### src/hdl/csg_pkg.sv
// ----------------------------------------------------------------------------
// csg_pkg: shared types and constants of the centered marker stroke generator
// Holds the stroke programs, escape codes, result kinds and the types passed
// between the walker, the stroke ROM and the top level.
// ----------------------------------------------------------------------------
package csg_pkg;

	localparam int SymbolCount = 16;
	localparam int SymW        = $clog2(SymbolCount);
	localparam int EntryW      = 4;
	localparam int RomAddrW    = SymW + EntryW;
	localparam int WidthW      = 31;
	localparam int CoordW      = 32;
	// Q24.18 working coordinates, wide enough for sixteen origin shifts
	localparam int AccW        = 42;

	// Result kinds
	localparam logic [1:0] KIND_POINT = 2'd0;
	localparam logic [1:0] KIND_LIFT  = 2'd1;
	localparam logic [1:0] KIND_MOVE  = 2'd2;

	// Escape entry: first code, then second code
	localparam logic [3:0] ESC        = 4'd9;
	localparam logic [3:0] ESC_STOP   = 4'd9;
	localparam logic [3:0] ESC_LIFT   = 4'd8;
	localparam logic [3:0] ESC_REPEAT = 4'd7;
	localparam logic [3:0] ESC_T_UP   = 4'd1;
	localparam logic [3:0] ESC_T_DOWN = 4'd2;
	localparam logic [3:0] ESC_S_UP   = 4'd3;
	localparam logic [3:0] ESC_S_DOWN = 4'd4;

	// Configuration register indexes
	localparam logic [1:0] CFG_S_LOW  = 2'd0;
	localparam logic [1:0] CFG_S_HIGH = 2'd1;
	localparam logic [1:0] CFG_T_LOW  = 2'd2;
	localparam logic [1:0] CFG_T_HIGH = 2'd3;

	// Stroke programs; entry 0 sits in the top nibble
	localparam logic [63:0] STROKE_I [SymbolCount] = '{
		64'h2244_0029_0000_0000,
		64'h2234_4310_0129_0000,
		64'h2240_2900_0000_0000,
		64'h2290_4900_0000_0000,
		64'h0490_4900_0000_0000,
		64'h2242_0290_0000_0000,
		64'h2204_2900_0000_0000,
		64'h0404_9000_0000_0000,
		64'h4090_4049_0000_0000,
		64'h2202_4900_0000_0000,
		64'h2234_3343_1011_0129,
		64'h0492_2940_9049_0000,
		64'h0404_0900_0000_0000,
		64'h2290_0000_0000_0000,
		64'h2240_2942_0490_0000,
		64'h0490_0000_0000_0000
	};

	localparam logic [63:0] STROKE_J [SymbolCount] = '{
		64'h2440_0449_0000_0000,
		64'h2443_1001_3449_0000,
		64'h2411_4900_0000_0000,
		64'h0482_2900_0000_0000,
		64'h0484_0900_0000_0000,
		64'h2420_2490_0000_0000,
		64'h0422_4900_0000_0000,
		64'h0440_9000_0000_0000,
		64'h2284_4009_0000_0000,
		64'h0242_4900_0000_0000,
		64'h2334_3101_1013_4339,
		64'h0484_0804_8229_0000,
		64'h0440_0900_0000_0000,
		64'h0490_0000_0000_0000,
		64'h2411_4830_3390_0000,
		64'h2290_0000_0000_0000
	};

	// One symbol to draw
	typedef struct packed {
		logic [SymW-1:0]          sym;
		logic [WidthW-1:0]        width;
		logic signed [CoordW-1:0] pen_s;
		logic signed [CoordW-1:0] pen_t;
	} job_t;

	// Stroke ROM read request
	typedef struct packed {
		logic                en;
		logic [RomAddrW-1:0] addr;
	} rom_req_t;

endpackage

### src/hdl/csg_rom.sv
// ----------------------------------------------------------------------------
// csg_rom: stroke program ROM
// Synchronous, registered read; the data holds while no read is issued.
// Each word is one program entry: first code in the high nibble.
// ----------------------------------------------------------------------------
module csg_rom (
	input  logic                         clk,
	input  csg_pkg::rom_req_t            req,
	output logic [2*csg_pkg::EntryW-1:0] data
);

	logic [csg_pkg::SymW-1:0]     sym;
	logic [csg_pkg::EntryW-1:0]   entry;
	logic [2*csg_pkg::EntryW-1:0] data_q;

	assign sym   = req.addr[csg_pkg::RomAddrW-1 -: csg_pkg::SymW];
	assign entry = req.addr[csg_pkg::EntryW-1:0];

	// Registered read
	always_ff @(posedge clk) begin
		if (req.en) begin
			data_q <= {csg_pkg::STROKE_I[sym][{~entry, 2'b00} +: csg_pkg::EntryW],
			           csg_pkg::STROKE_J[sym][{~entry, 2'b00} +: csg_pkg::EntryW]};
		end
	end

	assign data = data_q;

endmodule

### src/hdl/csg_walker.sv
// ----------------------------------------------------------------------------
// csg_walker: stroke program sequencer
// Walks one program entry per cycle out of the stroke ROM while the output
// is not stalled, keeps the local origin in Q24.18 and loads results into the output register.
// ----------------------------------------------------------------------------
module csg_walker (
	input  logic                                clk,
	input  logic                                arst_n,
	input  logic                                start,
	input  csg_pkg::job_t                       job,
	output logic                                idle,
	output csg_pkg::rom_req_t                   rom_req,
	input  logic [2*csg_pkg::EntryW-1:0]        rom_data,
	output logic                                out_valid,
	input  logic                                out_ready,
	output logic [1:0]                          event_kind,
	output logic signed [csg_pkg::CoordW-1:0]   point_s,
	output logic signed [csg_pkg::CoordW-1:0]   point_t,
	output logic                                last_event
);

	typedef enum logic [2:0] {
		ST_IDLE  = 3'b001,
		ST_WALK  = 3'b010,
		ST_FINAL = 3'b100
	} state_t;

	localparam int AccW = csg_pkg::AccW;
	localparam int WW   = csg_pkg::WidthW;

	// Q24.18 to Q16.16: floor by arithmetic shift, then saturate
	function automatic logic [csg_pkg::CoordW-1:0] to_out(input logic signed [AccW-1:0] q);
		logic [AccW-3:0] r;
		r = q[AccW-1:2];
		if (!r[AccW-3] && (|r[AccW-4:csg_pkg::CoordW-1])) begin
			to_out = {1'b0, {(csg_pkg::CoordW-1){1'b1}}};
		end else if (r[AccW-3] && !(&r[AccW-4:csg_pkg::CoordW-1])) begin
			to_out = {1'b1, {(csg_pkg::CoordW-1){1'b0}}};
		end else begin
			to_out = r[csg_pkg::CoordW-1:0];
		end
	endfunction

	state_t                         state_q, state_d;
	logic [csg_pkg::SymW-1:0]       sym_q;
	logic [csg_pkg::EntryW-1:0]     k_q;
	logic [WW-1:0]                  w_q;
	logic [WW+2:0]                  w10_q;
	logic signed [AccW-1:0]         s0_q, t0_q, s0_d, t0_d;
	logic [csg_pkg::CoordW-1:0]     last_s_q, last_t_q;

	logic                           out_valid_q;
	logic [1:0]                     kind_q;
	logic [csg_pkg::CoordW-1:0]     ps_q, pt_q;
	logic                           last_q;

	logic [csg_pkg::EntryW-1:0]     ent_i, ent_j;
	logic                           esc, stop, emits, out_free, go, load;
	logic [1:0]                     kind_d;
	logic [csg_pkg::CoordW-1:0]     ps_d, pt_d;
	logic [WW+3:0]                  iw, jw;
	logic [csg_pkg::CoordW-1:0]     grid_s, grid_t;
	logic signed [AccW-1:0]         s0_init, t0_init, d10;

	assign ent_i    = rom_data[2*csg_pkg::EntryW-1 -: csg_pkg::EntryW];
	assign ent_j    = rom_data[csg_pkg::EntryW-1:0];
	assign esc      = (ent_i == csg_pkg::ESC);
	assign stop     = esc && (ent_j == csg_pkg::ESC_STOP);
	assign emits    = !esc || (ent_j == csg_pkg::ESC_LIFT) || (ent_j == csg_pkg::ESC_REPEAT);
	assign out_free = !out_valid_q || out_ready;
	assign go       = (state_q == ST_WALK) && (!emits || out_free);
	assign idle     = (state_q == ST_IDLE);

	// Grid point of the current entry
	assign iw     = (WW+4)'(ent_i) * (WW+4)'(w_q);
	assign jw     = (WW+4)'(ent_j) * (WW+4)'(w_q);
	assign grid_s = to_out(s0_q + $signed({{(AccW-WW-4){1'b0}}, iw}));
	assign grid_t = to_out(t0_q + $signed({{(AccW-WW-4){1'b0}}, jw}));
	assign d10    = $signed({{(AccW-WW-3){1'b0}}, w10_q});

	// Origin at grid (0,0) with the pen at grid (2,2)
	assign s0_init = $signed({{(AccW-csg_pkg::CoordW-2){job.pen_s[csg_pkg::CoordW-1]}},
	                          job.pen_s, 2'b00}) -
	                 $signed({{(AccW-WW-1){1'b0}}, job.width, 1'b0});
	assign t0_init = $signed({{(AccW-csg_pkg::CoordW-2){job.pen_t[csg_pkg::CoordW-1]}},
	                          job.pen_t, 2'b00}) -
	                 $signed({{(AccW-WW-1){1'b0}}, job.width, 1'b0});

	// Entry decode, next state and result selection
	always_comb begin
		state_d = state_q;
		s0_d    = s0_q;
		t0_d    = t0_q;
		load    = 1'b0;
		kind_d  = csg_pkg::KIND_POINT;
		ps_d    = grid_s;
		pt_d    = grid_t;
		rom_req.en   = 1'b0;
		rom_req.addr = {sym_q, k_q + 1'b1};
		unique case (state_q)
			ST_IDLE: begin
				rom_req.addr = {job.sym, {csg_pkg::EntryW{1'b0}}};
				if (start) begin
					rom_req.en = 1'b1;
					state_d    = ST_WALK;
				end
			end
			ST_WALK: begin
				if (go) begin
					load = emits;
					if (esc) begin
						ps_d = '0;
						pt_d = '0;
						case (ent_j)
							csg_pkg::ESC_LIFT:   kind_d = csg_pkg::KIND_LIFT;
							csg_pkg::ESC_REPEAT: begin
								ps_d = last_s_q;
								pt_d = last_t_q;
							end
							csg_pkg::ESC_T_UP:   t0_d = t0_q + d10;
							csg_pkg::ESC_T_DOWN: t0_d = t0_q - d10;
							csg_pkg::ESC_S_UP:   s0_d = s0_q + d10;
							csg_pkg::ESC_S_DOWN: s0_d = s0_q - d10;
							default: ;
						endcase
					end
					if (stop || (&k_q)) begin
						state_d = ST_FINAL;
					end else begin
						rom_req.en = 1'b1;
					end
				end
			end
			ST_FINAL: begin
				kind_d = csg_pkg::KIND_MOVE;
				ps_d   = to_out(s0_q + $signed({{(AccW-WW-1){1'b0}}, w_q, 1'b0}));
				pt_d   = to_out(t0_q + $signed({{(AccW-WW-1){1'b0}}, w_q, 1'b0}));
				if (out_free) begin
					load    = 1'b1;
					state_d = ST_IDLE;
				end
			end
			default: state_d = ST_IDLE;
		endcase
	end

	// Control state
	always_ff @(posedge clk or negedge arst_n) begin
		if (!arst_n) begin
			state_q     <= ST_IDLE;
			out_valid_q <= 1'b0;
		end else begin
			state_q <= state_d;
			if (load) begin
				out_valid_q <= 1'b1;
			end else if (out_ready) begin
				out_valid_q <= 1'b0;
			end
		end
	end

	// Job and walk registers
	always_ff @(posedge clk) begin
		if (idle && start) begin
			sym_q    <= job.sym;
			k_q      <= '0;
			w_q      <= job.width;
			w10_q    <= {job.width, 3'b000} + {2'b00, job.width, 1'b0};
			s0_q     <= s0_init;
			t0_q     <= t0_init;
			last_s_q <= job.pen_s;
			last_t_q <= job.pen_t;
		end else if (go) begin
			k_q  <= k_q + 1'b1;
			s0_q <= s0_d;
			t0_q <= t0_d;
			if (!esc) begin
				last_s_q <= grid_s;
				last_t_q <= grid_t;
			end
		end
	end

	// Output register payload
	always_ff @(posedge clk) begin
		if (load) begin
			kind_q <= kind_d;
			ps_q   <= ps_d;
			pt_q   <= pt_d;
			last_q <= (state_q == ST_FINAL);
		end
	end

	assign out_valid  = out_valid_q;
	assign event_kind = kind_q;
	assign point_s    = ps_q;
	assign point_t    = pt_q;
	assign last_event = last_q;

`ifndef SYNTHESIS
	a_start_walk: assert property (@(posedge clk) disable iff (!arst_n)
		idle && start |=> (state_q == ST_WALK) && (k_q == '0))
		else $error("walk did not begin at entry zero");

	a_final_result: assert property (@(posedge clk) disable iff (!arst_n)
		(state_q == ST_FINAL) && out_free |=>
			out_valid_q && last_q && (kind_q == csg_pkg::KIND_MOVE) && idle)
		else $error("final move not delivered");

	a_lift_clean: assert property (@(posedge clk) disable iff (!arst_n)
		out_valid_q && (kind_q == csg_pkg::KIND_LIFT) |->
			!last_q && (ps_q == '0) && (pt_q == '0))
		else $error("pen lift carries coordinates");

	a_no_overrun: assert property (@(posedge clk) disable iff (!arst_n)
		(state_q == ST_WALK) && rom_req.en |-> !(&k_q))
		else $error("read past end of stroke program");

	a_no_clobber: assert property (@(posedge clk) disable iff (!arst_n)
		load |-> out_free)
		else $error("pending result overwritten");
`endif

endmodule

### src/hdl/centered_marker_stroke_generator.sv
// ----------------------------------------------------------------------------
// centered_marker_stroke_generator: marker symbol to stroke point stream
// Window registers, symbol number reduction and the walk over the stroke ROM.
// ----------------------------------------------------------------------------
// Each request draws one marker centered on the pen. A pen outside the
// window is dropped in the cycle it is accepted and gives no results.
// Otherwise the symbol's program is read from a synchronous stroke ROM, one
// entry per cycle while the output does not stall, walking up to 16
// entries for at most 17 results. The next request is taken once the final
// move sits in the output register. Configuration writes are always taken.
module centered_marker_stroke_generator (
	input  logic                                clk,
	input  logic                                arst_n,
	input  logic                                in_valid,
	output logic                                in_ready,
	input  logic signed [15:0]                  symbol_number,
	input  logic [csg_pkg::WidthW-1:0]          marker_width,
	input  logic signed [csg_pkg::CoordW-1:0]   pen_s,
	input  logic signed [csg_pkg::CoordW-1:0]   pen_t,
	output logic                                out_valid,
	input  logic                                out_ready,
	output logic [1:0]                          event_kind,
	output logic signed [csg_pkg::CoordW-1:0]   point_s,
	output logic signed [csg_pkg::CoordW-1:0]   point_t,
	output logic                                last_event,
	input  logic                                cfg_valid,
	output logic                                cfg_ready,
	input  logic [1:0]                          cfg_index,
	input  logic [csg_pkg::CoordW-1:0]          cfg_data
);

	logic signed [csg_pkg::CoordW-1:0] s_low_q, s_high_q, t_low_q, t_high_q;
	logic                              in_window, idle, start;
	logic [3:0]                        num_low;
	csg_pkg::job_t                     job;
	csg_pkg::rom_req_t                 rom_req;
	logic [2*csg_pkg::EntryW-1:0]      rom_data;

	// Window registers
	assign cfg_ready = 1'b1;

	always_ff @(posedge clk or negedge arst_n) begin
		if (!arst_n) begin
			s_low_q  <= {1'b1, {(csg_pkg::CoordW-1){1'b0}}};
			s_high_q <= {1'b0, {(csg_pkg::CoordW-1){1'b1}}};
			t_low_q  <= {1'b1, {(csg_pkg::CoordW-1){1'b0}}};
			t_high_q <= {1'b0, {(csg_pkg::CoordW-1){1'b1}}};
		end else if (cfg_valid) begin
			unique case (cfg_index)
				csg_pkg::CFG_S_LOW:  s_low_q  <= cfg_data;
				csg_pkg::CFG_S_HIGH: s_high_q <= cfg_data;
				csg_pkg::CFG_T_LOW:  t_low_q  <= cfg_data;
				csg_pkg::CFG_T_HIGH: t_high_q <= cfg_data;
				default: ;
			endcase
		end
	end

	// Window check
	assign in_window = (pen_s >= s_low_q) && (pen_s <= s_high_q) &&
	                   (pen_t >= t_low_q) && (pen_t <= t_high_q);

	// Program index: (|number| - 1) mod 16, only the low nibble matters
	assign num_low = symbol_number[15] ? (~symbol_number[3:0] + 4'd1) : symbol_number[3:0];

	assign job.sym   = num_low - 4'd1;
	assign job.width = marker_width;
	assign job.pen_s = pen_s;
	assign job.pen_t = pen_t;

	assign in_ready = idle;
	assign start    = in_valid && idle && in_window;

	csg_rom u_rom (
		.clk  (clk),
		.req  (rom_req),
		.data (rom_data)
	);

	csg_walker u_walker (
		.clk        (clk),
		.arst_n     (arst_n),
		.start      (start),
		.job        (job),
		.idle       (idle),
		.rom_req    (rom_req),
		.rom_data   (rom_data),
		.out_valid  (out_valid),
		.out_ready  (out_ready),
		.event_kind (event_kind),
		.point_s    (point_s),
		.point_t    (point_t),
		.last_event (last_event)
	);

endmodule
### config.mk
export PLATFORM = sky130hd
export DESIGN_NAME = centered_marker_stroke_generator
export DESIGN_NICKNAME = d
export VERILOG_FILES = /design/src/hdl/csg_pkg.sv /design/src/hdl/csg_rom.sv /design/src/hdl/csg_walker.sv /design/src/hdl/centered_marker_stroke_generator.sv
export SDC_FILE = /design/constraint.sdc
export NUM_CORES = 2
export LEC_CHECK = 0
export BUFFER_PORTS_ARGS = -buffer_cell sky130_fd_sc_hd__buf_2
export CAP_MARGIN = 20
export CORE_MARGIN = 2
export CORE_UTILIZATION = 30
export CTS_CLUSTER_DIAMETER = 30
export DETAILED_ROUTE_END_ITERATION = 12
export PLACE_DENSITY = 0.57
export SLEW_MARGIN = 30
export SYNTH_ARGS = -nofsm -noshare
export SYNTH_HDL_FRONTEND = slang
export SYNTH_SLANG_ARGS = --single-unit
### constraint.sdc
create_clock -name clk -period 9.7 [get_ports clk]
set_input_delay 0.485 -clock clk [delete_from_list [all_inputs] [get_ports clk]]
set_output_delay 0.485 -clock clk [all_outputs]
set_load 0.005 [all_outputs]
* Word-level counts from Yosys, hierarchy flattened
Memories as Yosys holds them, arrays and structs flattened. Index checks and enable logic that the tools add are counted.
Operators by class: add/subtract/negate cells 14, multiply operators 2, $lt $le $gt $ge 5, eq/ne operators 19, shift operators 2, multiplexer cells 56, bitwise logic cells 3, reduce and logical (&&, ||, !) cells 56
Operator list (count):
- $mux W32 | 20
- $mux W42 | 8
- $mux W64 | 4
- $pmux W42 S2 | 2
- $pmux W32 S2 | 2
- $shiftx A64 B7 Y4 | 2
- $add A42 B33 Y42 | 2
- $add A42 B35 Y42 | 2
- $add A42 B36 Y42 | 2
- $sub A42 B35 Y42 | 2
- $mul A4 B31 Y35 | 2
- $sub A34 B33 Y35 | 2
- $ge A32 B32 Y1 | 2
- $le A32 B32 Y1 | 2
- $add A34 B32 Y34 | 1
- $reduce_and A8 Y1 | 4
- $reduce_or A8 Y1 | 4
- $logic_and A1 B1 Y1 | 16
- $reduce_and A4 Y1 | 4
- $eq A4 B4 Y1 const B | 3
- $mux W3 | 4
- $logic_not A1 Y1 | 11
- $reduce_and A2 Y1 | 5
- $pmux W3 S3 | 1
- 25 further kinds | 50
Storage, ports and cells: register bits after elaboration 428, ROM bits 2048, bits of input ports 150, output and inout port bits 70, memories kept 2
Memory list:
- (no name shown) | depth 16, bits a word 64, read ports 1, clocked after memory_dff 0, wr ports 0, RTL line csg_rom.sv:22 | data_q <= {csg_pkg::STROKE_I[sym][{~entry, 2'b00} +: csg_pkg::EntryW],
- (no name shown) | depth 16, bits a word 64, read ports 1, clocked after memory_dff 0, wr ports 0, RTL line csg_rom.sv:23 | csg_pkg::STROKE_J[sym][{~entry, 2'b00} +: csg_pkg::EntryW]};

* Depth between registers and ports, before layout
depth in word-level cells 10, gate-level depth with buffers 33, depth with buffers taken out 29

* By module
Synthesis repeated with hierarchy kept, for this count alone.
Unflattened totals: cells, all modules 5502, area total of the unflattened synthesis 46880.0 µm²
By module, submodules not included:
- csg_walker | instances 1, cells an instance 4496, area each 37059.3 µm², seq. area each 8559.5 µm²
- centered_marker_stroke_generator | instances 1, cells an instance 768, area each 8130.3 µm², seq. area each 3283.1 µm²
- csg_rom | instances 1, cells an instance 238, area each 1690.4 µm², seq. area each 210.2 µm²

* Least setup slack after synthesis
Ideal clock, no wire load.
kind reg2reg, start reg u_rom.data_q, in the netlist u_rom.data[1], end reg u_walker.pt_q, in the netlist u_walker.point_t[26] (data pin), setup time 0.275 ns, data arrival time 6.970 ns, required time 9.425 ns, slack 2.455 ns, stages on the path, launching flop included 31, cell sequence edfxtp_1 -> clkbuf_1 -> clkbuf_1 -> nand2_1 -> fa_1 -> fa_1 -> inv_1 -> ha_1 -> a21o_1 -> a21oi_1 -> o21ai_0 -> a211oi_1 -> o21ai_0 -> a221o_1 -> a21o_1 -> o21ai_0 -> nor2b_1 -> o21ai_0 -> a211oi_1 -> ha_1 -> a21oi_1 -> o21ai_0 -> a21o_1 -> a211o_1 -> o211ai_1 -> o2111ai_1 -> or4b_1 -> o21a_1 -> a21oi_2 -> buf_2 -> o221ai_1
Between the ends: cells in the longest elaborated chain, start to end 10
Ends and longest elaborated chain:
- start: declaration | RTL line csg_rom.sv:14 | logic [2*csg_pkg::EntryW-1:0] data_q;
- start signal: assignment | RTL line csg_rom.sv:22
- $mul A4 B31 Y35 | RTL line csg_walker.sv:76 | assign jw = (WW+4)'(ent_j) * (WW+4)'(w_q);
- $add A42 B36 Y42 | RTL line csg_walker.sv:78 | assign grid_t = to_out(t0_q + $signed({{(AccW-WW-4){1'b0}}, jw}));
- $reduce_and A8 Y1 | RTL line csg_walker.sv:37 | end else if (r[AccW-3] && !(&r[AccW-4:csg_pkg::CoordW-1])) begin
- $logic_not A1 Y1 | RTL line csg_walker.sv:37
- $logic_and A1 B1 Y1 | RTL line csg_walker.sv:37
- $mux W32 | RTL line csg_walker.sv:37
- $mux W32 | RTL line csg_walker.sv:35 | if (!r[AccW-3] && (|r[AccW-4:csg_pkg::CoordW-1])) begin
- $mux W32 | RTL line csg_walker.sv:111 | if (esc) begin
- $mux W32 | RTL line csg_walker.sv:109 | if (go) begin
- $pmux W32 S2 (*) | RTL line csg_walker.sv:100 | unique case (state_q)
- net u_walker.pt_d (one bit) | RTL line csg_walker.sv:60 | logic [csg_pkg::CoordW-1:0] ps_d, pt_d;
- end signal: assignment | RTL line csg_walker.sv:189 | pt_q <= pt_d;
- end: declaration | RTL line csg_walker.sv:54 | logic [csg_pkg::CoordW-1:0] ps_q, pt_q;
The timed path passes the listed nets; every way through them passes the cells marked *. A chain may end at the register's enable or synchronous reset.

* Worst setup path in the final report
start reg u_rom.data_q, in the netlist u_rom.data[1], end reg u_walker.pt_q, in the netlist u_walker.point_t[25] (data pin)
Same word-level chain as after synthesis.

==> results.yml <==
floorplanning:
  die_w_um: 380
  die_h_um: 380
  initial_core_util_pct: 30.3
  core_sq_um: 140000
  io_pins: 220
  rows: 137
  dieArea_sq_um: 144000
sta:
  setup_violations: 0
  slew_headroom_pct: 38.9
  fin_worst_skew_ns: 0.0450
  rsz0062_at_grt: "false"
  period_needed_ns: 8.61
  hold_ws_ns: 0.0587
  fmaxAchievable_mhz: 116
  finalHoldViolations: 0
  timing.final.crit_share_pct: 88.8
  final.setup.tns_ns: 0
  slew_viol_final: 0
  timing_worst_slew_pin_value_ns: 0.905
logic_synthesis:
  synth-seq-cells: 358
  synth_cell_type_count: 95
  synth.avg_cell_area_sq_um: 8.55
  ys_warn_count: 0
  synth_top_area_cell: "edfxtp_1"
  synth_top_area_share_pct: 15.8
  synth_ff_type: "edfxtp_1"
  ys_seq_area_share_pct: 23.9
  ys_async_sr_fraction_pct: 36.9
  synth-edff-count: 222
  syn_area_sq_um: 42300
  syn_nets: 5744
  synth_cells: 4948
  synth_area_leaders: "edfxtp_1 16%, ha_1 16%, fa_1 5.7%, xnor2_1 5.4%, a21oi_1 4.6%"
route:
  ant_nets: 0
  vias: 37200
  drt_wl_total_mm: 134
  initialDrtViolationCount: 2509
  wl_per_cell_um: 18.9
  firstDrtPassIters: 5
  route.detailed.drc: 0
  viasPerCell: 5.24
min_path:
  hold_class: "in -> reg"
clocking:
  cts.sinks: 358
  cts_setup_buffers: 0
  cts_made_buffers: 98
  clock_latency_ns: 0.70
  cts_tree: "yes"
  path_clk_slew_ns: 0.04
  root_buffer: "clkbuf_16"
  htreeDepth: 3
  clockBufferDepth: 3
critical_path:
  start_kind: "register"
  worst_r2r_endpoint: "u_walker.point_t[25]"
  crit_path_end_kind: "register"
  reg2reg_from: "u_rom.data[1]"
  crit_slowest_cell: "or4b_1"
  reg2reg_slack_ns: 1.09
  path_max_fanout: 31
  critPathCapture: "u_walker.point_t[25]"
  critPathArrivalTime_ns: 8.98
  cp.required_ns: 10.07
  max_stage_delay_ns: 0.55
  worst-setup-path-type: "reg -> reg"
  reg2regPathDepth: 29
  cpMostUsedCell: "o21ai_0"
  critPathLaunch: "u_rom.data[1]"
place:
  place_congestion: 0.946
  numPortBuffers: 207
  hpwlAfterDp_mm: 110
  place_inst: 6913
  placed_area_sq_um: 45400
layout:
  final_cells: 7105
  area_delta_synth_final_pct: 15.5
  nNetsFinal: 5939
  drive_gt1_share_pct: 11.9
  fill_cells: 14500
  design_area_sq_um: 48900
pwr:
  p_int_mw: 6.13
  netSwitchingPower_mw: 3.96
  combPwrFrac_pct: 47.0
  ir_worst_vdd_uv: 230
  p_per_area_nw_per_um2: 207
  p_leak_nw: 22.0
  power_mw: 10.1
  p_clk_share_pct: 32.4
  p_sw_share_pct: 39.3
  pwr-share-seq_pct: 20.6
run:
  drv_cap: 0
grt:
  grt-ovfl-total: 0
  grt_max_degree: 74
  grt_pass1_vias: 36500
  grt_pass1_wl_mm: 206
  grt.total_usage_pct: 18.2
  grt_antenna_before_repair: 25
outcome:
  status: "finished clean"
[logic make-up after synthesis]
logic type	count (synthesis)	synth area share [%]
AND/OR/NAND/NOR	1405	16.3
AO/OA/AOI/OAI	1399	21.4
adder cells (fa/ha/maj)	646	21.2
buffers and inverters	614	5.55
XOR/XNOR	406	8.44
flip-flops	358	23.9
multiplexers	119	3.12
other	1	0.00886
[cell type report]
class / instances / area (sq um) / area share [%]
Multi-Input combinational cell: 3976 / 29900 / 61.1
Sequential cell: 358 / 10100 / 20.7
Clock buffer: 122 / 2570 / 5.26
Tap cell: 1876 / 2350 / 4.80
Inverter: 460 / 1730 / 3.54
Timing Repair Buffer: 249 / 1400 / 2.87
Clock inverter: 59 / 792 / 1.62
Antenna cell: 5 / 12.5 / 0.0256
[worst min path at each step]
stage,from,depth (start not counted),to
floorplan,arst_n,0,s_high_q[31]
global route,cfg_data[19],3,s_low_q[19]
CTS,cfg_data[24],3,s_low_q[24]
finish,cfg_data[24],3,s_low_q[24]
detailed placement,u_walker.k_q[1],2,u_walker.k_q[1]
global placement,u_walker.k_q[1],2,u_walker.k_q[1]
[cell usage after synthesis, drive strengths merged (18+ instances only)]
master  count
or2        18
dfstp      65
mux2      104
nand2b     57
nor3       84
xnor2     259
clkbuf    127
and3       33
o221ai     30
or3        32
nand2     424
a21o      208
nand4      72
a21boi     23
o211ai     35
o21a       67
nand3     104
xor2      146
dfrtp      67
nor4       22
a221o      35
fa        121
o21bai     47
nor2b      50
edfxtp    222
ha        525
and2      167
a211oi     48
nor2      292
o31ai      39
o21ai     290
a21oi     393
inv       460
buf        27
a31oi      43
[repair_timing]
| item | in CTS | in global routing |
|---|---|---|
| resized for setup | 0 | 0 |
| endpoints found under the hold margin | 39 | 0 |
| hold buffers | 2 | 0 |
[per-stage QoR]
step                util (%)  setup WS (ns)
finish                  35.0           1.09
global placement        32.5           1.06
CTS                     34.9          0.928
global route            35.0          0.608
floorplan                  -           2.46
detailed placement      32.5          0.985
[metal layers]
| metal | vias up | global-route usage [%] | part of all wire, % | routed length (um) |
|---|---|---|---|---|
| li1 | 18200 | - | - | - |
| met1 | 17800 | 25.5 | 48 | 64100 |
| met2 | 1005 | 29.0 | 44 | 59100 |
| met3 | 237 | 2.69 | 5.7 | 7590 |
| met4 | 6 | 4.69 | 2.4 | 3230 |
| met5 | - | 0 | 0.026 | 35 |
[placed cells by master (no fill, tap or decap), drive strengths merged, types with 84 or more instances in the layout]
cell / n
a21o: 208
a21oi: 393
and2: 167
buf: 247
clkbuf: 122
edfxtp: 222
fa: 121
ha: 525
inv: 463
mux2: 104
nand2: 424
nand3: 104
nor2: 292
nor3: 84
o21ai: 290
xnor2: 259
xor2: 146
[registers in the layout, indices dropped and copies added, names as in the netlist]
| name | count |
|---|---|
| u_walker.s0_q | 41 |
| u_walker.t0_q | 41 |
| s_high_q | 32 |
| s_low_q | 32 |
| t_high_q | 32 |
| t_low_q | 32 |
| u_walker.point_s | 32 |
| u_walker.point_t | 32 |
| u_walker.w10_q | 31 |
| u_walker.w_q | 31 |
| u_rom.data | 7 |
| u_walker.k_q | 4 |
| u_walker.sym_q | 4 |
| u_walker.state_q | 3 |
| u_walker.event_kind | 2 |
| u_walker.last_event | 1 |
| u_walker.out_valid | 1 |
[power by group through the flow]
stage / clock, mW / combinational [mW] / sequential (mW)
after detailed placement: 0 / 4.64 / 2.10
after CTS: 3.33 / 4.68 / 2.08
after global placement: 0 / 4.60 / 2.10
after global routing: 3.42 / 5.29 / 2.10
final: 3.27 / 4.74 / 2.08
after floorplan: 0 / 3.64 / 2.01
[worst max-delay path: cells and delay by family, from the launching register on]
kind                       cells  cell delay, ns
AOI/OAI and AO/OA             18            4.51
adders and majority gates      4            1.69
and+or+nand+nor                3            0.84
buffers and inverters          4            0.70
DFF                            1            0.52
Power figures use the tool's default switching activity.
